--- src/design/srwt_fifo.sv ---
`timescale 1ns / 1ps
// ----------------------------------------------------------------------------
// srwt_fifo
// Small synchronous queue of words with push/full and pop/empty sides.
// ----------------------------------------------------------------------------
module srwt_fifo #(
    parameter int WIDTH = 8,
    parameter int DEPTH = 2
) (
    input  logic             clk,
    input  logic             rst_n,
    input  logic             push,
    input  logic [WIDTH-1:0] wdata,
    output logic             full,
    input  logic             pop,
    output logic [WIDTH-1:0] rdata,
    output logic             empty
);
    localparam int AW = (DEPTH > 1) ? $clog2(DEPTH) : 1;

    logic [WIDTH-1:0] mem [DEPTH];
    logic [AW-1:0]    wr_ptr_reg, wr_ptr_next;
    logic [AW-1:0]    rd_ptr_reg, rd_ptr_next;
    logic [AW:0]      count_reg, count_next;
    logic             do_push, do_pop;

    assign full    = (count_reg == (AW+1)'(DEPTH));
    assign empty   = (count_reg == '0);
    assign do_push = push && !full;
    assign do_pop  = pop && !empty;
    assign rdata   = mem[rd_ptr_reg];

    always_comb
    begin
        wr_ptr_next = wr_ptr_reg;
        rd_ptr_next = rd_ptr_reg;
        if (do_push)
        begin
            wr_ptr_next = (wr_ptr_reg == AW'(DEPTH - 1)) ? '0 : wr_ptr_reg + 1'b1;
        end
        if (do_pop)
        begin
            rd_ptr_next = (rd_ptr_reg == AW'(DEPTH - 1)) ? '0 : rd_ptr_reg + 1'b1;
        end
        count_next = count_reg + (AW+1)'(do_push) - (AW+1)'(do_pop);
    end

    always_ff @(posedge clk or negedge rst_n)
    begin
        if (!rst_n)
        begin
            wr_ptr_reg <= '0;
            rd_ptr_reg <= '0;
            count_reg  <= '0;
        end
        else
        begin
            wr_ptr_reg <= wr_ptr_next;
            rd_ptr_reg <= rd_ptr_next;
            count_reg  <= count_next;
        end
    end

    always_ff @(posedge clk)
    begin
        if (do_push)
        begin
            mem[wr_ptr_reg] <= wdata;
        end
    end

endmodule

--- config.mk ---
export PLATFORM = sky130hd
export DESIGN_NAME = srwt_fifo
export DESIGN_NICKNAME = d
export VERILOG_FILES = /design/src/design/srwt_fifo.sv
export SDC_FILE = /design/constraint.sdc
export NUM_CORES = 1
export LEC_CHECK = 0
export ABC_AREA = 1
export ABC_CLOCK_PERIOD_IN_PS = 2100
export BUFFER_PORTS_ARGS = -buffer_cell sky130_fd_sc_hd__buf_2
export CAP_MARGIN = 20
export CORE_UTILIZATION = 56
export CTS_BUF_LIST = sky130_fd_sc_hd__clkbuf_2 sky130_fd_sc_hd__clkbuf_4 sky130_fd_sc_hd__clkbuf_8
export CTS_CLUSTER_DIAMETER = 120
export DETAILED_ROUTE_END_ITERATION = 7
export GPL_ROUTABILITY_DRIVEN = 0
export GPL_TIMING_DRIVEN = 0
export PLACE_DENSITY = 0.95
export SKIP_LAST_GASP = 1
export SYNTH_ARGS = -nofsm -noshare
export SYNTH_HDL_FRONTEND = slang
export SYNTH_SLANG_ARGS = --single-unit
--- constraint.sdc ---
create_clock -name clk -period 2.1 [get_ports clk]
set_clock_uncertainty 0.1 [all_clocks]
set_input_delay 0.105 -clock clk [delete_from_list [all_inputs] [get_ports clk]]
set_output_delay 0.105 -clock clk [all_outputs]
set_load 0.01 [all_outputs]
==> flow_summary.ini <==
[worst_hold_path]
hold_start = push
hp-class = in -> reg
holdPathStages = 3
hold-path-endpoint = wr_ptr_reg

[die]
ios = 22
dieWidth_um = 40.34
coreArea_sq_um = 1334
start_util_pct = 61.73
row_count = 13
fp.dieArea_sq_um = 1627
die_height_um = 40.34

[drt]
drt_iter0_markers = 18
routed_wl_mm = 1.747
drc_errors = 0
drtAntennaViolNets = 0
first_pass_iters = 4
vias = 620
viasPerCell = 4.960
wl_per_cell_um = 13.98

[cts]
cts_buffers = 3
cts_tree = done
clock_sinks = 20
insertion_delay_ns = 0.28
cts_resized = 0
cts-root-buf = clkbuf_4
post_cts_buffers = 0
clk_pin_slew_worst_paths_ns = 0.10
h-tree-depth = 1
ctsLongestPathBuffers = 2

[yosys]
synth_nets = 89
yosysWarningCount = 0
yosysSeqAreaShare_pct = 70.52
synth_cell_type_count = 11
syn_avg_cell_area_sq_um = 10.98
ys_ff_latch = 20
postSynthCellCount = 75
syn-cell-area_sq_um = 823.3

[critical_path]
crit_type = reg -> reg
required_ns = 1.92
end_kind = register
cp.arrival_ns = 1.49
timing.rr.end = mem[1][5]
path_max_fanout = 8
crit_buf_inv = 0
reg2reg_slack_ns = 0.44
reg2reg_from = count_reg[1]
cp_top_family = simple AND/OR/NAND/NOR gates
slowest_stage = nor2_1
reg2regPathDepth = 3
crit_chain = nand2_1 > nand2_2 > nor2_1
setup.worst_path.start_class = register
slowest_delay_ns = 0.55

[layout]
area_growth_pct = 30.40
fillers = 75
largest_reg_flops = 16
fin_area_sq_um = 1074
mostFrequentLayoutCells = 35 x nand2_1, 21 x buf_2, 16 x edfxtp_1
final_common_cell = nand2_1
final_layout_size_suffix_gt1_share_pct = 26.36
antenna_cells = 0
nets = 125
post-route-util_pct = 80.49

[outcome]
status = completed

[timing]
tns_ns = 0
slew_violations = 0
fmax_ghz = 0.6014
rsz0062_at_grt = no
worst_pin_slew_ns = 0.7095
fin_crit_sh_pct = 79.18
hold_viol_final = 0
min_period_ns = 1.663
postLayoutSetupSlackWorst_ns = 0.4373
setup_viol = 0
relSlewSlack_pct = 52.53

[global_routing]
grt_pass1_wl_mm = 2.449
grt_overflow = 0
grt_max_degree = 12
antenna_found_initial = 0
grt_pass1_vias = 599
grtUsageTotal_pct = 24.11

[power_and_ir_drop]
p_per_area_nw_per_um2 = 1246
p_leak_nw = 0.5375
vdd_drop_max_mv = 0.9703

[flow_run]
max_cap_viol_count = 0

[placed_design]
dp_worst_setup_slack_ns = 0.5163
io_buffers = 21
placed_area_sq_um = 947.2
dpl.hpwl_mm = 1.091
## routing by layer
| metal | global-route usage, % | share of wire (%) | wire (um) |
|---|---|---|---|
| met1 | 25.57 | 38 | 666 |
| met2 | 46.83 | 59 | 1026 |
| met3 | 5.556 | 2.5 | 43 |
| met4 | 5.833 | 0.57 | 10 |
| met5 | 0 | 0 | 0 |
## synth_stat cells
library cell  instances  area share, %
dfrtp_1               4             12
inv_2                 1           0.46
nand2_1              35             16
inv_4                 1           0.76
inv_1                 9            4.1
nand2_2               2            1.5
edfxtp_1             16             58
nor2_1                1           0.46
ha_1                  2            3.0
nand3_1               3            1.8
buf_6                 1            1.4
## kinds of logic (layout without fill, tap and decap cells)
kind of cell | count (synthesis) | count (layout) | share of synthesized area [%]
adder cells (fa/ha/maj) | 2 | 2 | 3.039
buffers and inverters | 12 | 47 | 6.687
flip-flops | 20 | 20 | 70.52
AND/OR/NAND/NOR | 41 | 41 | 19.76
## repair_timing
| item | 4_1_cts | 5_1_grt |
|---|---|---|
| hold endpoints to repair | 20 | 1 |
| setup endpoints to repair | 0 | 0 |
| hold buffers | 9 | 1 |
## layout make-up
type / count / area [sq um] / area share, %
Sequential cell: 20 / 580.6 / 54.08
Multi-Input combinational cell: 43 / 187.7 / 17.48
Inverter: 11 / 43.79 / 4.079
Clock buffer: 3 / 22.52 / 2.098
Tap cell: 15 / 18.77 / 1.748
Buffer: 1 / 11.26 / 1.049
Timing Repair Buffer: 31 / 205.2 / 19.11
Clock inverter: 1 / 3.754 / 0.3497
## tightest hold or removal path: cells and delay by family
family                 cells  cell delay (ns)
buffers and inverters      1             0.11
AND/OR/NAND/NOR            2             0.15
## worst max-delay path by stage
stage | startpoint | endpoint | slack (ns) | cells past startpoint
after floorplan | count_reg[1] | count_reg[1] | 0.70 | 10
after global placement | count_reg[1] | mem[1][2] | 0.53 | 3
after detailed placement | count_reg[1] | mem[1][2] | 0.52 | 3
after CTS | count_reg[1] | mem[1][5] | 0.47 | 3
after global routing | count_reg[1] | mem[1][5] | 0.34 | 3
final | count_reg[1] | mem[1][5] | 0.44 | 3
## power by group
group,internal (mW),switching (mW)
Clock,0.0689,0.108
Sequential,0.552,0.0465
Combinational,0.206,0.356
Total,0.827,0.511
## through the flow
step / power, mW / cells / hold slack [ns]
after floorplan: 0.9454 / 75 / -0.2906
after global placement: 1.093 / 111 / -0.1850
after detailed placement: 1.139 / 111 / -0.1821
after CTS: 1.323 / 124 / 0.0005298
after global routing: 1.434 / 125 / 0.03475
final: 1.338 / 125 / 0.01708
Note: power is estimated with default switching activity, not from simulation.
