--- src/design/srwt_pkg.sv ---
`timescale 1ns / 1ps
// ----------------------------------------------------------------------------
// srwt_pkg
// Types and constants shared by the slab random-walk transport step block.
// ----------------------------------------------------------------------------
package srwt_pkg;

    localparam int LOG_FRAC = 28;
    localparam logic [29:0] LN2_Q30 = 30'd744261118;
    localparam logic [30:0] DIST_MAX = 31'h7FFF_FFFF;

    localparam logic [30:0] MFP_RESET   = 31'd1677722;
    localparam logic [30:0] THICK_RESET = 31'd16777216;
    localparam logic [31:0] CAPT_RESET  = 32'd214748365;
    localparam logic [19:0] STEPS_RESET = 20'd1000000;

    typedef enum logic [1:0] {
        REG_MEAN_FREE_PATH = 2'd0,
        REG_SLAB_THICKNESS = 2'd1,
        REG_CAPTURE_PROB   = 2'd2,
        REG_MAX_STEPS      = 2'd3
    } cfg_index_t;

    typedef enum logic [2:0] {
        OUT_CONTINUE    = 3'd0,
        OUT_ABSORBED    = 3'd1,
        OUT_REFLECTED   = 3'd2,
        OUT_TRANSMITTED = 3'd3,
        OUT_STEP_LIMIT  = 3'd4
    } outcome_t;

    typedef enum logic [2:0] {
        F_IDLE,
        F_NORM,
        F_LOG,
        F_NAT,
        F_DIST,
        F_DISP,
        F_PUSH
    } front_state_t;

    // Displacement word passed from the front to the back.
    typedef struct packed {
        logic        capture;
        logic        neg;
        logic [31:0] dmag;
    } disp_t;

    typedef struct packed {
        outcome_t           outcome;
        logic signed [31:0] depth;
        logic [19:0]        step_number;
        logic [31:0]        absorbed_total;
        logic [31:0]        reflected_total;
        logic [31:0]        transmitted_total;
    } result_t;

endpackage

--- src/design/srwt_back.sv ---
`timescale 1ns / 1ps
// ----------------------------------------------------------------------------
// srwt_back
// Applies each displacement to the walk depth, classifies the step, keeps the
// tallies and hands one result word per step to the output queue.
// ----------------------------------------------------------------------------
module srwt_back #(
    parameter int COUNT_WIDTH = 32
) (
    input  logic                 clk,
    input  logic                 rst_n,
    input  logic                 q_empty,
    input  srwt_pkg::disp_t      q_data,
    output logic                 q_pop,
    output logic                 r_push,
    output srwt_pkg::result_t    r_data,
    input  logic                 r_full,
    input  logic [30:0]          slab_thickness,
    input  logic [19:0]          max_steps
);
    import srwt_pkg::*;

    logic signed [31:0]     depth_reg, depth_next;
    logic [19:0]            steps_reg, steps_next;
    logic [COUNT_WIDTH-1:0] abs_reg, abs_next;
    logic [COUNT_WIDTH-1:0] ref_reg, ref_next;
    logic [COUNT_WIDTH-1:0] tra_reg, tra_next;

    logic        go;
    logic [33:0] nd_wide;
    logic [31:0] nd;
    logic [20:0] idx_inc;
    outcome_t    outcome;
    logic [31:0] abs_out, ref_out, tra_out;

    assign go     = !q_empty && !r_full;
    assign q_pop  = go;
    assign r_push = go;

    assign nd_wide = q_data.neg ? {{2{depth_reg[31]}}, depth_reg} - {2'b00, q_data.dmag}
                                : {{2{depth_reg[31]}}, depth_reg} + {2'b00, q_data.dmag};
    assign idx_inc = {1'b0, steps_reg} + 21'd1;

    always_comb
    begin
        if (nd_wide[33:31] == 3'b000 || nd_wide[33:31] == 3'b111)
        begin
            nd = nd_wide[31:0];
        end
        else
        begin
            nd = nd_wide[33] ? 32'h8000_0000 : 32'h7FFF_FFFF;
        end

        if (q_data.capture)
        begin
            outcome = OUT_ABSORBED;
        end
        else if (nd[31])
        begin
            outcome = OUT_REFLECTED;
        end
        else if (nd > {1'b0, slab_thickness})
        begin
            outcome = OUT_TRANSMITTED;
        end
        else if (idx_inc >= {1'b0, max_steps})
        begin
            outcome = OUT_STEP_LIMIT;
        end
        else
        begin
            outcome = OUT_CONTINUE;
        end

        abs_next   = abs_reg;
        ref_next   = ref_reg;
        tra_next   = tra_reg;
        depth_next = depth_reg;
        steps_next = steps_reg;
        if (go)
        begin
            case (outcome)
                OUT_ABSORBED:    if (abs_reg != '1) abs_next = abs_reg + 1'b1;
                OUT_REFLECTED:   if (ref_reg != '1) ref_next = ref_reg + 1'b1;
                OUT_TRANSMITTED: if (tra_reg != '1) tra_next = tra_reg + 1'b1;
                default: ;
            endcase
            if (outcome != OUT_CONTINUE)
            begin
                depth_next = '0;
                steps_next = '0;
            end
            else
            begin
                depth_next = nd;
                steps_next = idx_inc[19:0];
            end
        end
    end

    // Tallies are shown clamped to the 32-bit result fields.
    generate
        if (COUNT_WIDTH > 32)
        begin : g_wide
            assign abs_out = (|abs_next[COUNT_WIDTH-1:32]) ? '1 : abs_next[31:0];
            assign ref_out = (|ref_next[COUNT_WIDTH-1:32]) ? '1 : ref_next[31:0];
            assign tra_out = (|tra_next[COUNT_WIDTH-1:32]) ? '1 : tra_next[31:0];
        end
        else
        begin : g_narrow
            assign abs_out = 32'(abs_next);
            assign ref_out = 32'(ref_next);
            assign tra_out = 32'(tra_next);
        end
    endgenerate

    assign r_data = '{outcome: outcome, depth: nd, step_number: steps_reg,
                      absorbed_total: abs_out, reflected_total: ref_out,
                      transmitted_total: tra_out};

    always_ff @(posedge clk or negedge rst_n)
    begin
        if (!rst_n)
        begin
            depth_reg <= '0;
            steps_reg <= '0;
            abs_reg   <= '0;
            ref_reg   <= '0;
            tra_reg   <= '0;
        end
        else
        begin
            depth_reg <= depth_next;
            steps_reg <= steps_next;
            abs_reg   <= abs_next;
            ref_reg   <= ref_next;
            tra_reg   <= tra_next;
        end
    end

endmodule

--- config.mk ---
export PLATFORM = sky130hd
export DESIGN_NAME = srwt_back
export DESIGN_NICKNAME = d
export VERILOG_FILES = /design/src/design/srwt_pkg.sv /design/src/design/srwt_back.sv
export SDC_FILE = /design/constraint.sdc
export NUM_CORES = 1
export LEC_CHECK = 0
export ABC_CLOCK_PERIOD_IN_PS = 21200
export BUFFER_PORTS_ARGS = -buffer_cell sky130_fd_sc_hd__clkbuf_2
export CORE_ASPECT_RATIO = 0.6
export CORE_MARGIN = 1.5
export CORE_UTILIZATION = 41
export CTS_CLUSTER_SIZE = 14
export DETAILED_ROUTE_END_ITERATION = 12
export GPL_ROUTABILITY_DRIVEN = 0
export SLEW_MARGIN = 20
export SYNTH_ARGS = -nofsm -noshare
export SYNTH_HDL_FRONTEND = slang
export SYNTH_SLANG_ARGS = --single-unit
--- constraint.sdc ---
create_clock -name clk -period 21.2 [get_ports clk]
set_input_delay 2.12 -clock clk [delete_from_list [all_inputs] [get_ports clk]]
set_output_delay 2.12 -clock clk [all_outputs]
set_load 0.05 [all_outputs]
==> results of run 1 <==
-- cells in the final DEF (no fill, tap or decap), types with 4 or more instances in the layout --
cell type	synthesis	routed
a211oi_1	7	7
a21o_1	27	27
a21oi_1	101	101
a22o_1	22	22
a31oi_1	14	14
and2_1	11	11
and3_1	37	37
and4_1	16	16
buf_4	3	8
clkbuf_16	0	17
clkbuf_2	0	240
clkinv_8	0	4
dfrtp_1	148	148
diode_2	0	5
ha_1	89	89
inv_1	84	84
inv_8	0	6
mux2_2	4	4
nand2_1	99	99
nand2b_1	8	8
nand3_1	68	68
nand3b_1	4	4
nand4_1	47	47
nor2_1	94	93
nor2b_1	7	7
nor3_1	26	25
nor4_1	8	8
o211ai_1	11	11
o21a_1	9	9
o21ai_0	79	79
o21ai_1	8	8
o31a_1	4	4
or3_1	6	6
xnor2_1	133	133
xor2_1	32	32
-- worst max path at each step --
stage               startpoint          end  slack (ps)  cells after the start
floorplan            q_data[0]  r_data[150]        8880                     30
global placement     q_data[0]    r_data[5]        8670                     31
detailed placement   q_data[0]   r_data[25]        8450                     31
CTS                  q_data[0]    r_data[5]        8430                     31
global route         q_data[0]   r_data[25]        7950                     32
finish               q_data[0]   r_data[28]        8620                     33
-- layout make-up --
class	count	area [um^2]
timing repair buffer	250	1290
clock inverter	15	183
multi-input combinational	1022	6910
tap	360	450
sequential	148	3700
fill	2563	13200
antenna	5	12.5
clock buffer	17	425
inverter	85	319
-- through the flow --
stage               total power, mW  setup slack (ps)  instance area [um^2]  util, %  hold slack [ps]
floorplan                     0.823              8880                 11100        -              456
global placement               1.01              8670                 12700     47.7              471
detailed placement             1.01              8450                 12700     47.7              470
CTS                            1.33              8430                 13300     50.0              483
global route                   1.42              7950                 13300     50.0              507
finish                         1.33              8620                 13300     50.1              484
-- routing by layer --
| layer | up-vias | share of wire, % | global-route usage [%] |
|---|---|---|---|
| li1 | 5114 | - | - |
| met1 | 4923 | 50 | 36.9 |
| met2 | 394 | 39 | 32.3 |
| met3 | 30 | 10 | 8.10 |
| met4 | 0 | 1.1 | 4.65 |
| met5 | - | 0 | 0 |
-- cell families after synthesis --
family                   after synthesis  share of synthesized area (%)
multiplexers                           6                          0.585
adder cells (fa/ha/maj)               90                           10.2
AND/OR/NAND/NOR                      449                           20.7
flip-flops                           148                           33.3
XOR/XNOR                             167                           13.3
buffers and inverters                138                           4.85
AO/OA/AOI/OAI                        310                           17.2
-- power breakdown --
part | leakage (nW) | switching [mW] | internal (mW)
Sequential | 2.02 | 0.0258 | 0.309
Combinational | 4.32 | 0.485 | 0.201
Clock | 0.294 | 0.151 | 0.161
Total | 6.63 | 0.662 | 0.671
==> summary.md, run 1 <==
| Metric | Value |
|---|---|
| Crit path time final | 12,580 ps |
| Primary FF master, synth | dfrtp_1 |
| Crit path max fanout | 53 |
| Yosys top cell area share | 33.3% |
| F_max | 79.5 MHz |
| Syn nets | 1,487 |
| Routed len/inst | 17.8 um |
| Final std cells w/o fill | 1,902 |
| DIE AREA | 28,200 um^2 |
| Post-CTS sizing | 0 |
| DR DRC count | 0 |
| Pwr/cell area | 100 nW/um^2 |
| Num CTS Buffers | 17 |
| Hold Path Stages | 1 |
| Vias in the first global route | 9,500 |
| Pins Over Slew Limit | 0 |
| Pleak | 6.63 nW |
| Flops & latches, synth | 148 |
| Starting density of the core | 41.9% |
| Worst-case reg-to-reg path depth | 23 |
| Final net count | 1,703 |
| Syn avg cell area | 8.51 um^2 |
| Cell taking the most area after synthesis | dfrtp_1 |
| Core area | 26,500 um^2 |
| Post-Syn Instances | 1,308 |
| First-pass GRT wire length | 52.9 mm |
| Synth area leaders | dfrtp_1, xnor2_1, ha_1, a21oi_1, o21ai_0 |
| Number of cells after detailed placement | 1,864 |
| Vias/cell | 5.50 |
| Hold_sp | abs_reg[16] |
| Detail Route Antenna Nets | 0 |
| Worst-Margin Slew | 1060 ps |
| Post-Syn Area | 11,100 um^2 |
| Initial antenna violation count | 4 |
| Ys Warns | 0 |
| Crit start category | primary input |
| Slowest CP cell | or4_1 |
| Final setup vio count | 0 |
| DRT iter0 DRCs | 794 |
| Top Ports | 242 |
| Total grt overflow | 0 |
| Status | completed |
| Setup Fix Bufs, Post-CTS | 0 |
| Top-count cell post-synth | dfrtp_1 |
| Min-delay worst type | flip-flop to flip-flop |
| Cts hold-fix bufs | 0 |
| Ys async rst share | 100% |
| Clock Path Buffers | 2 |
| Max incr delay on CP | 530 ps |
| Setup TNS | 0 ps |
| Largest delay share family, worst path | simple AND/OR/NAND/NOR gates |
| Crit path buffers/inverters | 5 |
| Arr. time, crit path | 10,460 ps |
| H-tree depth | 4 |
| Die Wd | 216 um |
| Clk slew on worst S/H paths | 70 ps |
| Via count | 10,500 |
| Post-synth cell types | 66 |
| Max-Cap Viols | 0 |
| Synth-to-Final Area Change | 19.4% |
| Worst flop-to-flop path endpoint | steps_reg[4] |
| Number of synthesized flops with an enable pin | 0 |
| Detailed Route WL | 33.9 mm |
| Clk_lat worst skew | 450 ps |
| Clock Root Buffer | clkbuf_16 |
| Worst hold endpoint | abs_reg[16] |
| PortBufs | 241 |
| Worst slew margin | 28.7% |
| R2R Setup Slk | 14,340 ps |
| Layout cell share with drive strength beyond 1 | 19.6% |
| WS Path Type | primary input to output port |
| Peak supply drop | 0.0423 mV |
| CTS tree | done |
| Gr usage total | 24.2% |
| Crit. End Element | output port |
| RSZ-0062 raised after global routing | false |
| Register area share after synthesis | 33.3% |
| CP Data Required Time | 19,080 ps |
| Largest net degree at the start of global routing | 88 |
| Final Skew | 9.88 ps |
| TritonRoute pass-1 iters | 6 |
| Final HPWL DP | 26.0 mm |
| Row count | 46 |
| Final Hold Fails | 0 |
| Clk sinks | 148 |
| Post-synth top cells | dfrtp_1, xnor2_1, a21oi_1 |
| Chip Height | 131 um |
| Final period util | 59.3% |
| RR Startpoint | depth_reg[0] |
No activity file was read; power rests on OpenSTA's default activity.
==> inputs of run 2 (changes only) <==
ABC_CLOCK_PERIOD_IN_PS = 10900   (was 21200)
PLACE_DENSITY = 0.65   (was not set)
clock period = 10.9 ns   (was 21.2 ns; I/O delays follow)
==> summary.md, run 2 (synthesis results as in run 1) <==
| Metric | Value |
|---|---|
| RSZ-0062 raised after global routing | false |
| Starting density of the core | 41.9% (unchanged) |
| Max-Cap Viols | 0 (unchanged) |
| DRT iter0 DRCs | 750 (-5.5%) |
| N_diodes | 0 (-5) |
| Clock Path Buffers | 2 (unchanged) |
| Final HPWL DP | 25.5 mm (-1.7%) |
| TritonRoute pass-1 iters | 5 (-1) |
| Final Hold Fails | 0 (unchanged) |
| Fillers | 2,550 (-0.51%) |
| Crit start category | primary input |
| WS Path Type | primary input to output port |
| Row count | 46 (unchanged) |
| Commonest non-fill, non-tap cell in the layout | clkbuf_2 |
| H-tree depth | 4 (unchanged) |
| Pleak | 6.64 nW (+0.12%) |
| Routed len/inst | 17.4 um (-2.3%) |
| Total grt overflow | 0 (unchanged) |
| Status | completed |
| Vias/cell | 5.51 (+0.24%) |
| Worst-Margin Slew | 1090 ps (+27.9 ps) |
| Num CTS Buffers | 17 (unchanged) |
| Gr usage total | 23.4% (-0.80 points) |
| Chip Height | 131 um (unchanged) |
| Clk sinks | 148 (unchanged) |
| Crit path time final | 10,140 ps |
| Final WS setup | 759 ps (-7870 ps) |
| Setup Fix Bufs, Post-CTS | 0 (unchanged) |
| CTS tree | done |
| Clock Root Buffer | clkbuf_16 |
| DIE AREA | 28,200 um^2 (unchanged) |
| Setup TNS | 0 ps (unchanged) |
| Top Ports | 242 (unchanged) |
| Final setup vio count | 0 (unchanged) |
| Most common cell on crit path | a21oi_1 |
| Layout cell share with drive strength beyond 1 | 19.8% (+0.17 points) |
| Die Wd | 216 um (unchanged) |
| Min-delay worst type | flip-flop to flip-flop |
| PortBufs | 241 (unchanged) |
| Slowest CP cell | or4_1 |
| Via count | 10,500 (+0.086%) |
| Vias in the first global route | 9,534 (+0.36%) |
| Final Skew | 16.4 ps (+6.53 ps) |
| Max incr delay on CP | 510 ps (-20 ps) |
| CP Data Required Time | 9810 ps (-9270 ps) |
| Arr. time, crit path | 9050 ps (-1410 ps) |
| Pins Over Slew Limit | 0 (unchanged) |
| Most frequent cells in the layout | clkbuf_2, dfrtp_1, xnor2_1 |
| Pwr/cell area | 193 nW/um^2 (+93%) |
| Cts hold-fix bufs | 0 (unchanged) |
| Final period util | 93.0% |
| Crit path max fanout | 32 (-40%) |
| Peak supply drop | 0.133 mV (+210%) |
| Initial antenna violation count | 1 (-3) |
| Crit. End Element | output port |
| Synth-to-Final Area Change | 19.4% (about the same) |
| Hold slack | 483 ps (-0.791 ps) |
| Clk slew on worst S/H paths | 70 ps (about the same) |
| Core area | 26,500 um^2 (unchanged) |
| First-pass GRT wire length | 51.9 mm (-2.0%) |
| DR DRC count | 0 (unchanged) |
| Detail Route Antenna Nets | 0 (unchanged) |
| Largest net degree at the start of global routing | 86 (-2.3%) |
| Detailed Route WL | 33.0 mm (-2.5%) |
| F_max | 98.6 MHz |
| Final net count | 1,705 (+0.12%) |
| Post-CTS sizing | 0 (unchanged) |
| Worst slew margin | 26.8% (-1.9 points) |
| Pre-CTS setup slack | 524 ps (-7920 ps) |
| Clk_lat worst skew | 450 ps (about the same) |
## run 2: changes by cell type in the layout (fill, tap and decap cells not counted), sizes merged
cell / delta
diode: -5
clkinv: +3
inv: -3
buf: +2
## run 2: path summary, 6_finish.rpt
path                                  to    startpoint  slack, ps  cells past startpoint
max in group asynchronous     tra_reg[0]         rst_n       8770                      2
max                            r_data[7]     q_data[0]        760                     33
min in group asynchronous     ref_reg[3]         rst_n        700                      1
min reg2reg                   abs_reg[5]    abs_reg[5]        480                      1
min                           abs_reg[5]    abs_reg[5]        480                      1
max reg2reg                steps_reg[13]  depth_reg[0]       3940                     23
## run 2: power breakdown
group | switching [mW] | internal [mW] | total (mW)
logic | 0.928 | 0.392 | 1.32
clock network | 0.294 | 0.311 | 0.605
registers | 0.0445 | 0.601 | 0.645
## run 2: critical path, delay by kind of cell
family,cells,cell delay (ps)
simple gates,11,2860
compound gates,13,2990
fa+ha+maj,3,860
xor+xnor,2,480
buf+inv,4,780
## run 2: area by class of cell
type,count,area [um^2],area share (%)
Tap cell,360,450,3.39
Clock inverter,15,185,1.39
Timing Repair Buffer,252,1290,9.74
Sequential cell,148,3700,27.9
Clock buffer,17,425,3.20
Inverter,85,319,2.40
Multi-Input combinational cell,1022,6910,52.0
## run 2: per-layer routing
| metal | up-vias | part of all wire (%) | wire, um | GRT usage [%] |
|---|---|---|---|---|
| met2 | 381 | 39 | 12700 | 30.8 |
| met3 | 31 | 8.1 | 2690 | 6.71 |
| met5 | - | 0.051 | 17 | 0 |
| met1 | 4959 | 52 | 17200 | 36.3 |
| li1 | 5097 | - | - | - |
| met4 | 2 | 1.2 | 408 | 5.80 |
## run 2: per-stage QoR
stage	total power, mW	cells	cell area, um^2	utilization (%)
detailed placement	1.95	1867	12700	47.8
CTS	2.57	1899	13300	50.1
global route	2.72	1899	13300	50.1
finish	2.57	1899	13300	50.1
floorplan	1.60	1308	11100	-
global placement	1.94	1867	12700	47.8
==> inputs of run 3 (changes only) <==
ABC_CLOCK_PERIOD_IN_PS = 12630   (was 10900)
CORE_ASPECT_RATIO = not set   (was 0.6)
PLACE_DENSITY = not set   (was 0.65)
RECOVER_POWER = 100   (was not set)
clock period = 12.63 ns   (was 10.9 ns; I/O delays follow)
==> summary.md, run 3 (synthesis results as in run 1) <==
| Metric | Value |
|---|---|
| Worst-Margin Slew | 5850 ps (+4760 ps) |
| TritonRoute pass-1 iters | 5 (unchanged) |
| GR Layer Usage met3 | 6.76% (+0.047 points) |
| Final Skew | 15.1 ps (-1.30 ps) |
| Final HPWL DP | 24.8 mm (-2.8%) |
| Crit. End Element | output port |
| Arr. time, crit path | 9950 ps (+900 ps) |
| Largest net degree at the start of global routing | 106 (+23%) |
| Initial antenna violation count | 3 (+2) |
| CTS tree | done |
| Most common cell on crit path | o21ai_0 |
| Clk slew on worst S/H paths | 70 ps (about the same) |
| Clk_lat worst skew | 430 ps (-20 ps) |
| Starting density of the core | 41.5% (-0.42 points) |
| Crit path max fanout | 32 (unchanged) |
| Final period util | 88.8% |
| Top Ports | 242 (unchanged) |
| Commonest non-fill, non-tap cell in the layout | clkbuf_1 |
| Vias/cell | 5.47 (-0.74%) |
| Post-CTS sizing | 0 (unchanged) |
| Grt peak-use layer | met2 |
| Pins Over Slew Limit | 205 (+205) |
| Detailed Route WL | 32.6 mm (-1.5%) |
| H-tree depth | 4 (unchanged) |
| Final setup vio count | 0 (unchanged) |
| Max incr delay on CP | 840 ps (+330 ps) |
| Violated checks | capacitance limit, slew limit |
| Clk sinks | 148 (unchanged) |
| Gr usage total | 23.3% (-0.084 points) |
| DR DRC count | 0 (unchanged) |
| Min-delay worst type | flip-flop to flip-flop |
| F_max | 89.2 MHz |
| Setup TNS | 0 ps (unchanged) |
| Fillers | 2,692 (+5.6%) |
| Slowest CP cell | nor2_2 |
| Cts hold-fix bufs | 0 (unchanged) |
| Peak supply drop | 0.0862 mV (-35%) |
| DIE AREA | 28,100 um^2 (-0.12%) |
| Layout Utilization | 48.6% (-1.5 points) |
| Detail Route Antenna Nets | 0 (unchanged) |
| Setup Fix Bufs, Post-CTS | 0 (unchanged) |
| Largest delay share family, worst path | simple AND/OR/NAND/NOR gates |
| Num CTS Buffers | 17 (unchanged) |
| Final Hold Fails | 0 (unchanged) |
| Met1 usage in global routing | 31.1% (-5.2 points) |
| Pleak | 6.09 nW (-8.3%) |
| Pwr/cell area | 168 nW/um^2 (-13%) |
| GRT met2 Usage | 36.5% (+5.7 points) |
| First-pass GRT wire length | 52.1 mm (+0.43%) |
| Worst slew margin | -290% (-320 points) |
| Status | finished, violations left |
| Core area | 26,800 um^2 (+1.0%) |
| Die Wd | 168 um (-22%) |
| DRT iter0 DRCs | 566 (-25%) |
| Final std cells w/o fill | 1,882 (-0.90%) |
| Routed len/inst | 17.3 um (-0.56%) |
| Crit start category | primary input |
| Via count | 10,300 (-1.6%) |
| Max-Cap Viols | 3 (+3) |
| Chip Height | 168 um (+28%) |
| Crit path time final | 11,220 ps |
| Vias in the first global route | 9,948 (+4.3%) |
| Synth-to-Final Area Change | 17.0% |
| Number of cells after detailed placement | 1,847 (-1.1%) |
| Most frequent cells in the layout | clkbuf_1, dfrtp_1, xnor2_1 |
| Crit path buffers/inverters | 5 (+1) |
| Total grt overflow | 0 (unchanged) |
| Layout cell share with drive strength beyond 1 | 8.97% (-11 points) |
| CP Data Required Time | 11,370 ps (+1560 ps) |
| Row count | 60 (+30%) |
| RSZ-0062 raised after global routing | false |
| PortBufs | 241 (unchanged) |
| Clock Root Buffer | clkbuf_16 |
| Clock Path Buffers | 2 (unchanged) |
| WS Path Type | primary input to output port |
| Final net count | 1,704 (-0.059%) |
run 3: cell types whose count changed in the layout (fill, tap and decap cells not counted), moves of 6 or more:
cell      delta
clkbuf_2   -154
buf_4        -6
clkbuf_1   +161
clkinv_8     -6
o21ai_0      +7
o21ai_1      -7
run 3: cell type report:
cell class	count	area (um^2)	share of cell area, %
diodes	3	7.51	0.0577
inverters	85	319	2.45
clock inverters	14	165	1.27
flip-flops and latches	148	3700	28.4
clock buffers	18	429	3.30
multi-input cells	1022	6900	53.0
repair buffers	251	1070	8.21
well taps	341	427	3.28
run 3: path summary, 6_finish.rpt:
check / from / end / slack [ps] / cells past startpoint
max: q_data[0] / r_data[31] / 1410 / 32
min: tra_reg[11] / tra_reg[11] / 490 / 1
max reg2reg: depth_reg[0] / depth_reg[11] / 5000 / 24
min reg2reg: tra_reg[11] / tra_reg[11] / 490 / 1
max in group asynchronous: rst_n / steps_reg[0] / 5390 / 2
min in group asynchronous: rst_n / ref_reg[13] / 2990 / 1
run 3: through the flow:
step                instance area, um^2  worst slack (ps)  total power, mW  hold slack [ps]
finish                            13000              1410             2.19              487
global route                      13000               566             2.32              504
CTS                               13200              1640             2.21              492
detailed placement                12600              1660             1.67              476
global placement                  12600              1830             1.66              469
floorplan                         11100              2030             1.38              456
run 3: metal layers:
| metal | part of all wire, % | vias up |
|---|---|---|
| li1 | - | 5083 |
| met1 | 46 | 4875 |
| met2 | 44 | 306 |
| met3 | 7.7 | 35 |
| met4 | 1.9 | 0 |
| met5 | 0 | - |
run 3: where the power goes:
group	switching (mW)	total, mW	internal [mW]	leakage (nW)
sequential	0.0383	0.557	0.519	2.02
combinational	0.782	1.10	0.316	3.78
clock	0.233	0.531	0.298	0.284
total	1.05	2.19	1.13	6.09
run 3: worst reg2reg max path, delay by kind of cell (launching register included):
kind	cells	cell delay [ps]
compound gates	14	3370
fa+ha+maj	3	890
buf+inv	3	1420
flops	1	320
simple gates	4	1450
